### src/hdl/streaming_inversion_counter_assert.svh
// Assertion macros for the streaming inversion counter.
`ifndef STREAMING_INVERSION_COUNTER_ASSERT_SVH
`define STREAMING_INVERSION_COUNTER_ASSERT_SVH

// Same-cycle implication, checked out of reset.
`define SIC_ASSERT_IMPL(label, cond, expr, msg) \
   label: assert property (@(posedge clock) disable iff (reset) (cond) |-> (expr)) \
      else $error(msg);

// Next-cycle implication, checked out of reset.
`define SIC_ASSERT_NEXT(label, cond, expr, msg) \
   label: assert property (@(posedge clock) disable iff (reset) (cond) |=> (expr)) \
      else $error(msg);

`endif

### src/hdl/sic_pkg.sv
// Shared constants and types of the streaming inversion counter.
package sic_pkg;

   localparam int VALUE_BITS    = 8;
   localparam int COUNT_BITS    = 16;
   localparam int GREATER_BITS  = 16;
   localparam int TOTAL_BITS    = 32;
   // one row holds the left and right child counts of one parent node
   localparam int ROW_BITS      = VALUE_BITS - 1;
   localparam int PAIR_BITS     = 2 * COUNT_BITS;
   localparam int ACC_SUM_BITS  = ((COUNT_BITS > GREATER_BITS) ? COUNT_BITS : GREATER_BITS) + 1;
   localparam int REQ_DATA_BITS = ((VALUE_BITS + 7) / 8) * 8;
   localparam int RSP_DATA_BITS = GREATER_BITS + TOTAL_BITS;

   localparam logic [COUNT_BITS-1:0]   COUNT_MAX   = '1;
   // min(count maximum, 0xFFFF)
   localparam logic [GREATER_BITS-1:0] GREATER_MAX = GREATER_BITS'(COUNT_MAX);

   // item walking down the chain of level cells
   typedef struct packed {
      logic                    valid;
      logic                    first;
      logic [VALUE_BITS-1:0]   value;
      logic [GREATER_BITS-1:0] acc;
      logic                    ovf;
   } item_type;

   // write request of a level cell to its row store
   typedef struct packed {
      logic                 en;
      logic [ROW_BITS-1:0]  row;
      logic [PAIR_BITS-1:0] data;
   } wr_type;

endpackage

### src/hdl/sic_cell.sv
// One tree level: sums the right sibling and bumps the path node of each item.
module sic_cell (
   input  logic                          clock,
   input  logic                          reset,
   input  sic_pkg::item_type             in_item,
   input  logic [sic_pkg::ROW_BITS-1:0]  in_row,
   input  logic                          in_side,
   input  logic [sic_pkg::PAIR_BITS-1:0] rd_data,
   output sic_pkg::wr_type               wr,
   output sic_pkg::item_type             out_item,
   output logic                          busy
);

   sic_pkg::item_type             s1_item_ff;
   logic [sic_pkg::ROW_BITS-1:0]  s1_row_ff;
   logic                          s1_side_ff;
   logic                          lw_valid_ff;
   logic [sic_pkg::ROW_BITS-1:0]  lw_row_ff;
   logic [sic_pkg::PAIR_BITS-1:0] lw_data_ff;
   logic [sic_pkg::PAIR_BITS-1:0] lw_data_in;
   sic_pkg::item_type             out_item_ff;
   sic_pkg::item_type             out_item_in;

   logic [sic_pkg::PAIR_BITS-1:0]    pair;
   logic [sic_pkg::COUNT_BITS-1:0]   left_cnt;
   logic [sic_pkg::COUNT_BITS-1:0]   right_cnt;
   logic [sic_pkg::COUNT_BITS-1:0]   path_cnt;
   logic [sic_pkg::COUNT_BITS-1:0]   path_new;
   logic [sic_pkg::COUNT_BITS-1:0]   sib_cnt;
   logic                             path_sat;
   logic [sic_pkg::ACC_SUM_BITS-1:0] acc_sum;
   logic                             acc_sat;

   // row read issued with the item, data lands alongside stage one
   always_ff @(posedge clock) begin
      if (reset) begin
         s1_item_ff.valid  <= 1'b0;
         out_item_ff.valid <= 1'b0;
         lw_valid_ff       <= 1'b0;
      end else begin
         s1_item_ff  <= in_item;
         out_item_ff <= out_item_in;
         lw_valid_ff <= s1_item_ff.valid;
      end
      s1_row_ff  <= in_row;
      s1_side_ff <= in_side;
      lw_row_ff  <= s1_row_ff;
      lw_data_ff <= lw_data_in;
   end

   // forward the row written last cycle, the store still returns old data
   always_comb begin
      pair      = (lw_valid_ff && (lw_row_ff == s1_row_ff)) ? lw_data_ff : rd_data;
      left_cnt  = pair[sic_pkg::COUNT_BITS-1:0];
      right_cnt = pair[sic_pkg::PAIR_BITS-1:sic_pkg::COUNT_BITS];
      path_cnt  = s1_side_ff ? right_cnt : left_cnt;
      path_sat  = (path_cnt == sic_pkg::COUNT_MAX);
      path_new  = path_sat ? path_cnt : path_cnt + 1'b1;
      // a left child sees everything under its right sibling as greater
      sib_cnt   = s1_side_ff ? '0 : right_cnt;
      acc_sum   = sic_pkg::ACC_SUM_BITS'(s1_item_ff.acc) + sic_pkg::ACC_SUM_BITS'(sib_cnt);
      acc_sat   = acc_sum > sic_pkg::ACC_SUM_BITS'(sic_pkg::GREATER_MAX);
      lw_data_in = s1_side_ff ? {path_new, left_cnt} : {right_cnt, path_new};

      out_item_in     = s1_item_ff;
      out_item_in.acc = acc_sat ? sic_pkg::GREATER_MAX : sic_pkg::GREATER_BITS'(acc_sum);
      out_item_in.ovf = s1_item_ff.ovf | path_sat | acc_sat;
   end

   // updated row goes back to the store
   assign wr.en    = s1_item_ff.valid;
   assign wr.row   = s1_row_ff;
   assign wr.data  = lw_data_in;

   assign out_item = out_item_ff;
   assign busy     = s1_item_ff.valid | out_item_ff.valid;

endmodule
### config.mk
export PLATFORM = sky130hd
export DESIGN_NAME = sic_cell
export DESIGN_NICKNAME = d
export VERILOG_FILES = /design/src/hdl/streaming_inversion_counter_assert.svh /design/src/hdl/sic_pkg.sv /design/src/hdl/sic_cell.sv
export SDC_FILE = /design/constraint.sdc
export NUM_CORES = 1
export LEC_CHECK = 0
export ABC_CLOCK_PERIOD_IN_PS = 5780
export BUFFER_PORTS_ARGS = -buffer_cell sky130_fd_sc_hd__clkbuf_2
export CORE_MARGIN = 10
export CORE_UTILIZATION = 34
export DETAILED_ROUTE_END_ITERATION = 7
export GPL_ROUTABILITY_DRIVEN = 0
export GPL_TIMING_DRIVEN = 0
export PLACE_DENSITY_LB_ADDON = 0.05
export REMOVE_ABC_BUFFERS = 1
export SLEW_MARGIN = 20
export SYNTH_ARGS = -nofsm -noshare
export SYNTH_HDL_FRONTEND = slang
export SYNTH_SLANG_ARGS = --single-unit
### constraint.sdc
create_clock -name clock -period 5.78 [get_ports clock]
set_input_delay 0.578 -clock clock [delete_from_list [all_inputs] [get_ports clock]]
set_output_delay 0.578 -clock clock [all_outputs]
set_load 0.01 [all_outputs]
==> flow_summary.toml <==
[cells_and_area]
nets = 676
antenna_cells = 0
areaGrowthSynthToFinish_pct = 23.4
final_cell_area_um2 = 6270
drive_above_1_share = 0.306

[worst_setup_path]
path_class = "register to output port"
reg2regPathDepth = 15
crit_required_ns = 5.20
worstPathArrival_ns = 4.48
end_kind = "output port"
crit_fanout = 17
start_kind = "register"

[yosys]
syn_area_um2 = 5080
yosys-top-cells-area = "edfxtp_1 (31%), dfxtp_1 (19%), mux2i_1 (8.1%), xnor2_1 (5.2%), ha_1 (4.2%)"
synth-compound-area-share = 0.0930
synth_cell_types = 60
yosysSeqAreaShare = 0.500
synth_warnings = 0
yosys.area_share.simple = 0.147
yosys-top-cells-count = "edfxtp_1 (52), dfxtp_1 (49), nor2_1 (49)"
ys.flop_type = "edfxtp_1"
synth_top_family_by_area = "simple AND/OR/NAND/NOR gates"
synth_mux_area_frac = 0.114
synth_area_per_cell_um2 = 11.2
synth_xor_area_frac = 0.0689
async_flop_share = 0
synth.most_common_cell = "edfxtp_1"
synth_edf_count = 52
synth-seq-cells = 101
synthCells = 456
yosys.area_share.adder = 0.0458
synth_top_area_share = 0.307
yosysTopAreaCell = "edfxtp_1"

[sta]
timing.slew.headroom = 0.476
rsz0062_at_grt = "false"
worstMarginPinSlew_ns = 0.764
period_needed_ns = 5.05
finalWorstSetupSlack_ns = 0.726
drv_slew = 0
fin_crit_sh = 0.874
hold_slack_ns = 0.321
hold_violations = 0
setup_tns_ns = 0
max_freq_mhz = 198
finalSetupViolCount = 0
clock_skew_ns = 0.0120

[clock_tree]
cts.sinks = 101
clock_latency_ns = 0.35
htreeDepth = 3
cts_setup_buffers = 0
numCtsBuffers = 9
cts_resized = 0
cts_root_buf = "clkbuf_16"
tritoncts = "built"
cts.path.max_buffers = 2
clk_pin_slew_ns = 0.07
cts_hold_buf = 0

[drt]
via_count = 3873
ant_nets = 0
drc_errors = 0
first_iter_violations = 194
drtPass1Iterations = 4
via_per_inst = 4.98
wl_per_cell_um = 17.1
drt_wl_total_mm = 13.3

[die]
die_w_um = 142
rows = 44
die_h_um = 142
initial_utilization = 0.349
dieArea_um2 = 20200
core-area_um2 = 14600
io_pins = 137

[grt]
grt_max_degree = 38
grt_pass1_wl_mm = 21.0
grt_overflow = 0
antenna_found_initial = 0
grt_pass1_vias = 3957
grt.total_usage = 0.131

[placed_design]
place_ws_ns = 0.909
io_buffer_count = 136
placed_cell_area_um2 = 5950
dpl.hpwl_mm = 10.5

[min_path]
hold_depth = 1
hp-class = "input pin to register"

[power]
p_total_uw = 1790
p_per_area_nw_per_um2 = 285
leakage_uw = 0.00255
peakVddDrop_mv = 0.132

[run_status]
status = "finished clean"

[flow_run]
drv_cap = 0
kinds of logic after synthesis:
group | after synthesis
compound gates | 69
xor+xnor | 40
fa+ha+maj | 18
buf+inv | 29
flops | 101
mux | 50
simple gates | 149
worst max-delay path, stage by stage, from the launching register on:
cell and delay [ns]:
dfxtp_1 0.33, xnor2_1 0.27, nand4_1 0.30, nor2_4 0.59, mux2i_1 0.25, mux2i_1 0.19, ha_1 0.16, inv_1 0.07
a21oi_1 0.40, nand4_4 0.28, o21ai_2 0.65, nor2_1 0.14, xnor2_1 0.29, clkbuf_2 0.20
path summary, 6_finish.rpt:
check / end / slack, ns / startpoint
setup / recovery: wr[22] / 0.73 / s1_row_ff[5]$_DFF_P_
hold / removal: s1_side_ff$_DFF_P_ / 0.32 / in_side
setup reg to reg: out_item[8]$_SDFFCE_PN1N_ / 0.91 / s1_row_ff[5]$_DFF_P_
hold reg to reg: lw_row_ff[4]$_DFF_P_ / 0.38 / s1_row_ff[4]$_DFF_P_
layout by cell type (no fill, tap or decap), types with 4 or more instances in the layout:
cell type and n:
clkbuf_2 136, edfxtp_1 52, nor2_1 49, dfxtp_1 48
mux2i_1 41, nand2_1 39, xnor2_1 30, ha_1 17
a21oi_1 15, o21ai_0 11, nor3_1 10, xor2_1 10
clkbuf_16 10, inv_1 9, nand4_1 8, nand3_1 8
a21o_1 8, and2_1 6, mux4_2 6, nand2b_1 5
a31oi_1 5, o2111ai_1 4, o21bai_1 4
metal layers:
metal	track usage	part of all wire
met1	0.176	0.47
met2	0.191	0.45
met3	0.0434	0.069
met5	0	0
met4	0.0479	0.015
per-stage QoR:
| stage | util | cells |
|---|---|---|
| floorplan | - | 439 |
| global placement | 0.403 | 759 |
| detailed placement | 0.408 | 762 |
| CTS | 0.430 | 778 |
| global route | 0.430 | 778 |
| finish | 0.430 | 778 |
state kept, by name, indices dropped and copies added, names as in the netlist:
signal	count
lw_data_ff	32
lw_row_ff	7
out_item	27
s1_row_ff	7
s1_side_ff	1
s1_item_ff	17
out_item_in	9
wr	1
area by class of cell:
type,count,area (um^2)
Clock buffer,10,250
Multi-Input combinational cell,326,2390
Clock inverter,6,68.8
Inverter,12,45.0
Sequential cell,101,2540
Tap cell,184,230
Timing Repair Buffer,139,741
Fill cell,1418,8320
report_power, final:
group / internal, uW / leakage, uW / switching (uW)
logic: 126 / 0.00147 / 171
clock network: 365 / 0.000162 / 278
registers: 824 / 0.000918 / 24.4
total: 1320 / 0.00255 / 473
Power figures use the tool's default switching activity.
