==> config.mk <==
export PLATFORM = sky130hd
export DESIGN_NAME = sic_ram
export DESIGN_NICKNAME = d
export VERILOG_FILES = /design/src/hdl/streaming_inversion_counter_assert.svh /design/src/hdl/sic_ram.sv
export SDC_FILE = /design/constraint.sdc
export NUM_CORES = 1
export LEC_CHECK = 0
export ABC_AREA = 1
export BUFFER_PORTS_ARGS = -buffer_cell sky130_fd_sc_hd__buf_2
export CAP_MARGIN = 10
export CORE_MARGIN = 2
export CORE_UTILIZATION = 40
export CTS_BUF_LIST = sky130_fd_sc_hd__clkbuf_16
export DETAILED_ROUTE_END_ITERATION = 8
export PLACE_DENSITY_LB_ADDON = 0.3
export SKIP_CTS_REPAIR_TIMING = 1
export SLEW_MARGIN = 20
export SYNTH_ARGS = -nofsm -noshare
export SYNTH_HDL_FRONTEND = slang
export SYNTH_SLANG_ARGS = --single-unit
==> constraint.sdc <==
create_clock -name clock -period 5.7 [get_ports clock]
set_clock_uncertainty 0.05 [all_clocks]
set_input_delay 1.14 -clock clock [delete_from_list [all_inputs] [get_ports clock]]
set_output_delay 1.14 -clock clock [all_outputs]
set_load 0.1 [all_outputs]
==> src/hdl/streaming_inversion_counter_assert.svh <==
// Assertion macros for the streaming inversion counter.
`ifndef STREAMING_INVERSION_COUNTER_ASSERT_SVH
`define STREAMING_INVERSION_COUNTER_ASSERT_SVH

// Same-cycle implication, checked out of reset.
`define SIC_ASSERT_IMPL(label, cond, expr, msg) \
   label: assert property (@(posedge clock) disable iff (reset) (cond) |-> (expr)) \
      else $error(msg);

// Next-cycle implication, checked out of reset.
`define SIC_ASSERT_NEXT(label, cond, expr, msg) \
   label: assert property (@(posedge clock) disable iff (reset) (cond) |=> (expr)) \
      else $error(msg);

`endif

==> src/hdl/sic_ram.sv <==
// Simple dual-port row store with registered read, one per tree level.
module sic_ram #(
   parameter int ADDR_BITS = 1,
   parameter int DATA_BITS = 32
) (
   input  logic                 clock,
   input  logic                 wr_en,
   input  logic [ADDR_BITS-1:0] wr_addr,
   input  logic [DATA_BITS-1:0] wr_data,
   input  logic [ADDR_BITS-1:0] rd_addr,
   output logic [DATA_BITS-1:0] rd_data
);

   logic [DATA_BITS-1:0] mem [2**ADDR_BITS];
   logic [DATA_BITS-1:0] rd_data_ff;

   // write first in code order, read returns the old contents
   always_ff @(posedge clock) begin
      if (wr_en) begin
         mem[wr_addr] <= wr_data;
      end
      rd_data_ff <= mem[rd_addr];
   end

   assign rd_data = rd_data_ff;

endmodule

==> results of run 1 <==
[power by group through the flow]
stage	sequential (mW)	clock, mW	combinational (mW)
floorplan	0.973	0	0.0362
global route	0.814	0.605	0.233
CTS	0.810	0.572	0.225
global placement	0.824	0	0.223
finish	0.810	0.556	0.222
detailed placement	0.825	0	0.225
[stage by stage]
step                instance area [sq um]  total power, mW  instances  hold WS (ns)  util [%]
floorplan                            3070             1.01        204         0.362         -
global placement                     3450             1.05        364         0.364      47.0
detailed placement                   3450             1.05        364         0.374      47.0
CTS                                  3730             1.61        380         0.388      50.9
global route                         3730             1.65        380         0.391      50.9
finish                               3730             1.59        380         0.382      50.9
[layout make-up]
type	instances	share of cell area [%]
multi-input combinational	98	10.7
sequential	96	68.7
tap	99	3.32
clock inverter	7	1.48
clock buffer	9	6.04
inverter	3	0.503
timing repair buffer	68	9.19
[state kept, by name, indices dropped and copies added (netlist names)]
register	flops
mem	64
rd_data	32
[logic make-up after synthesis]
logic type | after synthesis
buf+inv | 10
flops | 96
simple gates | 98
[metal layers]
| metal | track usage, % | up-vias |
|---|---|---|
| li1 | - | 817 |
| met1 | 14.1 | 727 |
| met2 | 19.1 | 51 |
| met3 | 3.65 | 12 |
| met4 | 7.95 | 0 |
| met5 | 0 | - |
[worst paths after layout]
path	startpoint	to	slack [ns]	depth (start not counted)
min reg2reg	mem[0][22]	rd_data[22]	0.38	2
max reg2reg	mem[0][8]	rd_data[8]	5.03	2
min	mem[0][22]	rd_data[22]	0.38	2
max	rd_data[21]	rd_data[21]	3.42	1
[placed cells by master, fill, tap and decap left out, drive strengths merged]
master	instances
edfxtp	64
dfxtp	32
nand2	97
bufinv	1
buf	68
clkbuf	9
inv	5
nor2	1
clkinv	4
==> results.sh, run 1 <==
export IMPL_syn_cell_area_sq_um=3070
export IMPL_die_h_um=91.6
export IMPL_ys_seq_area_share_pct=83.5
export IMPL_drc_errors=0
export IMPL_antenna_found_initial=0
export IMPL_cts_root_buffer="clkbuf_16"
export IMPL_worst_pin_slew_ns=0.942
export IMPL_synth_xor_area_share_pct=0
export IMPL_netlist_area_leader_share_pct=62.6
export IMPL_synth_ff_type="edfxtp_1"
export IMPL_synth_compound_area_share_pct=0
export IMPL_swShare_pct=26.9
export IMPL_io_pins=68
export IMPL_ant_nets=0
export IMPL_die_area_sq_um=8390
export IMPL_grt_ovfl_total=0
export IMPL_fin_ws_ns=3.42
export IMPL_grt_pass1_wl_um=7430
export IMPL_yosysWarnings=0
export IMPL_syn_avg_cell_area_sq_um=15.0
export IMPL_crit_type="flip-flop to output pin"
export IMPL_core_area_sq_um=7330
export IMPL_synth_edf_count=64
export IMPL_end_kind="output pin"
export IMPL_grt_usage_pct=12.1
export IMPL_slew_limit_headroom_pct=37.1
export IMPL_arrival_ns=1.09
export IMPL_combPwrFrac_pct=14.0
export IMPL_gp_congestion=0.594
export IMPL_cts_tree="done"
export IMPL_cp_start_kind="flip-flop"
export IMPL_die_w_um=91.6
export IMPL_cts_max_path_buffers=2
export IMPL_htreeDepth=3
export IMPL_hpwl_um=2790
export IMPL_tns_ns=0
export IMPL_yosys_top_cells_count="87 x nand2_1, 64 x edfxtp_1, 32 x dfxtp_1"
export IMPL_numCtsBuffers=9
export IMPL_pre_cts_slack_ns=3.21
export IMPL_async_flop_share_pct=0
export IMPL_hold_viol=0
export IMPL_crit_fanout=1
export IMPL_yosys_top_cells_area="edfxtp_1 63%, dfxtp_1 21%, nand2_1 11%"
export IMPL_syn_instance_count=204
export IMPL_first_global_vias=1570
export IMPL_antenna_cells=0
export IMPL_power_density_nw_per_um2=426
export IMPL_routedWlPerCell_um=12.3
export IMPL_status="finished, final reports clean"
export IMPL_path_buf_inv=1
export IMPL_dr_wl_met2_um=2240
export IMPL_power_switching_mw=0.426
export IMPL_worst_path_largest_cell_delay_ns=0.43
export IMPL_syn_nets=240
export IMPL_period_needed_ns=2.28
export IMPL_seq_area_sq_um=2560
export IMPL_yosysMostFrequentCell="nand2_1"
export IMPL_synth_seq_cells=96
export IMPL_synth_top_family_by_area="simple AND/OR/NAND/NOR gates"
export IMPL_synth_mux_area_share_pct=0
export IMPL_yosys_area_top_type="edfxtp_1"
export IMPL_drv_cap=0
export IMPL_multi_input_area_sq_um=400
export IMPL_fin_crit_sh_pct=40.0
export IMPL_clock_sinks=96
export IMPL_seqPwrFrac_pct=51.0
export IMPL_wl_met1_um=2010
export IMPL_drive_gt1_share_pct=32.7
export IMPL_route_met3_wl_um=297
export IMPL_p_int_mw=1.16
export IMPL_crit_slowest_cell="buf_2"
export IMPL_via_per_inst=4.23
export IMPL_finalNetCount=312
export IMPL_grt_max_degree=34
export IMPL_rsz0062_at_grt="no"
export IMPL_synthDistinctLibCells=10
export IMPL_syn_to_final_growth_pct=21.5
export IMPL_max_freq_mhz=439
export IMPL_clock_latency_ns=0.33
export IMPL_path_delay_family="buffers and inverters"
export IMPL_drv_slew=0
export IMPL_vias=1607
export IMPL_fill_cells=642
export IMPL_wl_um=4690
export IMPL_rows=31
export IMPL_drt_first_pass_iters=4
export IMPL_cp_cell_sequence="buf_2"
export IMPL_top_layer_used="met4"
export IMPL_drt_initial_drc_count=61
export IMPL_cp_required_ns=4.51
export IMPL_leakage_nw=1.60
export IMPL_irDropWorstVdd_mv=0.199
export IMPL_initial_core_util_pct=41.9
export IMPL_clk_pin_slew_ns=0.06
export IMPL_hold_class="flip-flop to flip-flop"
export IMPL_yosys_area_share_simple_pct=12.8
export IMPL_clkPwrFrac_pct=35.0
export IMPL_synth_fa_ha_area_share_pct=0
export IMPL_io_buffers=67
export IMPL_setup_viol=0
Note: power is estimated with default switching activity, not from simulation.
==> run 2, diff against run 1 <==
Settings changed: ABC_AREA 1 to 0.
Clock period 5.7 ns to 2.3 ns, I/O delays scaled along.
==> run 2 against run 1 <==
- via count shrank 13%
- sequential power grew 150%
- critical path depth is the same
- first-iteration DRC count shrank 18%
- wire length shrank 2.8%
- design area grew 4.9%
- clock power grew to 3.0 times the previous value
- sequential share of layout area shrank 3.2 points
- highest routed layer unchanged
- area after synthesis grew 1.6%
- cell count shrank 16%
==> results.sh, run 2 <==
export IMPL_antenna_cells=0
export IMPL_seqPwrFrac_pct=47.2
export IMPL_vias=1394
export IMPL_drv_cap=0
export IMPL_synthDistinctLibCells=8
export IMPL_leakage_nw=1.60
export IMPL_clkPwrFrac_pct=38.7
export IMPL_synth_top_family_by_area="multiplexers"
export IMPL_stdcell_count=320
export IMPL_tns_ns=0
export IMPL_routedWlPerCell_um=14.2
export IMPL_gp_congestion=0.707
export IMPL_yosys_area_top_type="edfxtp_1"
export IMPL_grt_usage_pct=11.6
export IMPL_ff2ff_path_depth=1
export IMPL_crit_slowest_cell="buf_2"
export IMPL_antenna_found_initial=0
export IMPL_netlist_area_leader_share_pct=61.6
export IMPL_cp_cell_sequence="buf_2"
export IMPL_min_path_cells=1
export IMPL_synth_compound_area_share_pct=0
export IMPL_rsz0062_at_grt="no"
export IMPL_yosys_top_cells_count="64 x edfxtp_1, 32 x dfxtp_1, 30 x mux2_4"
export IMPL_power_switching_mw=1.08
export IMPL_clock_latency_ns=0.33
export IMPL_wl_um=4560
export IMPL_status="finished, final reports clean"
export IMPL_layout_commonest_cell="buf_2"
export IMPL_path_delay_family="buffers and inverters"
export IMPL_htreeDepth=3
export IMPL_drt_first_pass_iters=4
export IMPL_synth_seq_cells=96
export IMPL_cts_tree="done"
export IMPL_cts_root_buffer="clkbuf_16"
export IMPL_power_density_nw_per_um2=1090
export IMPL_synth_xor_area_share_pct=0
export IMPL_holdWs_ns=0.266
export IMPL_synth_mux_area_share_pct=15.2
export IMPL_yosysMostFrequentCell="edfxtp_1"
export IMPL_path_buf_inv=1
export IMPL_swShare_pct=25.5
export IMPL_drt_initial_drc_count=50
export IMPL_cts_max_path_buffers=2
export IMPL_irDropWorstVdd_mv=0.399
export IMPL_clk_pin_slew_ns=0.06
export IMPL_yosysWarnings=0
export IMPL_postLayoutCellArea_sq_um=3910
export IMPL_first_global_vias=1445
export IMPL_slew_limit_headroom_pct=67.1
export IMPL_finalNetCount=249
export IMPL_drc_errors=0
export IMPL_cp_start_kind="flip-flop"
export IMPL_placedInstanceArea_sq_um=3570
export IMPL_syn_to_final_growth_pct=25.4
export IMPL_yosys_area_share_simple_pct=0.401
export IMPL_largest_reg_flops=64
export IMPL_ys_seq_area_share_pct=82.2
export IMPL_grt_pass1_wl_um=7110
export IMPL_top_register="mem"
export IMPL_syn_nets=170
export IMPL_power_mw=4.26
export IMPL_rows=32
export IMPL_arrival_ns=1.11
export IMPL_worst_pin_slew_ns=0.497
export IMPL_hold_viol=0
export IMPL_synth_edf_count=64
export IMPL_io_pins=68
export IMPL_clock_sinks=96
export IMPL_die_w_um=92.3
export IMPL_setup_viol=0
export IMPL_end_kind="output pin"
export IMPL_fin_crit_sh_pct=70.2
export IMPL_io_buffers=67
export IMPL_hold_class="input port to flip-flop"
export IMPL_ant_nets=0
export IMPL_die_area_sq_um=8520
export IMPL_synth_ff_type="edfxtp_1"
export IMPL_crit_fanout=1
export IMPL_synth_fa_ha_area_share_pct=0
export IMPL_syn_cell_area_sq_um=3120
export IMPL_initial_core_util_pct=40.8
export IMPL_drv_slew=0
export IMPL_cp_required_ns=1.79
export IMPL_crit_type="flip-flop to output pin"
export IMPL_syn_instance_count=134
export IMPL_grt_ovfl_total=0
export IMPL_core_area_sq_um=7650
export IMPL_numCtsBuffers=9
export IMPL_die_h_um=92.3
export IMPL_grt_max_degree=33
export IMPL_async_flop_share_pct=0
export IMPL_layout_common_cells="67 x buf_2, 64 x edfxtp_1, 32 x dfxtp_1"
export IMPL_syn_avg_cell_area_sq_um=23.3
export IMPL_placed_cells=304
export IMPL_worst_path_largest_cell_delay_ns=0.43
export IMPL_max_freq_mhz=619
export IMPL_period_needed_ns=1.62
export IMPL_drive_gt1_share_pct=56.0
export IMPL_yosys_top_cells_area="edfxtp_1 62%, dfxtp_1 21%, mux2_4 14%"
export IMPL_p_int_mw=3.18
export IMPL_combPwrFrac_pct=14.2
export IMPL_cp_depth=1
export IMPL_hpwl_um=2970
export IMPL_via_per_inst=4.36
run 2: cell types whose count changed in the layout (fill, tap and decap cells not counted), moves of 2 or more:
cell,before,now
nand2_1,87,0
mux2_4,0,30
nand2_2,10,0
inv_1,4,0
bufinv_16,1,3
mux2_2,0,2
clkinv_1,2,0
buf_4,1,4
run 2: final cells by class:
type / count / area, sq um
clock buffers: 9 / 225
clock inverters: 7 / 118
fillers: 659 / 3730
multi-input cells: 34 / 494
flip-flops and latches: 96 / 2560
well taps: 102 / 128
repair buffers: 72 / 385
run 2: path summary, 6_finish.rpt:
kind               startpoint          end  slack [ns]
setup / recovery  rd_data[26]  rd_data[26]        0.68
setup reg to reg   mem[1][31]  rd_data[31]        1.49
hold / removal     wr_data[9]    mem[0][9]        0.27
hold reg to reg    mem[1][11]  rd_data[11]        0.42
run 2: kinds of logic (layout without fill, tap and decap cells):
group / count (synthesis) / count (layout)
muxes: 32 / 32
and+or+nand+nor: 2 / 2
buffers and inverters: 4 / 88
DFF: 96 / 96
run 2: power by group through the flow:
stage	logic [mW]	clock network [mW]	registers, mW
after CTS	0.608	1.69	2.01
after global placement	0.604	0	2.04
after floorplan	0.121	0	2.42
after global routing	0.622	1.77	2.02
final	0.604	1.65	2.01
after detailed placement	0.607	0	2.05
run 2: per-layer routing:
layer	wire [um]	track usage [%]
met3	251	4.39
met5	0	0
met4	77	7.09
met1	1780	12.4
met2	2450	19.5
run 2: per-stage QoR:
step	util, %	setup slack (ns)
floorplan	-	0.511
global placement	46.7	0.718
detailed placement	46.7	0.730
CTS	51.2	0.660
global route	51.2	0.657
finish	51.2	0.684
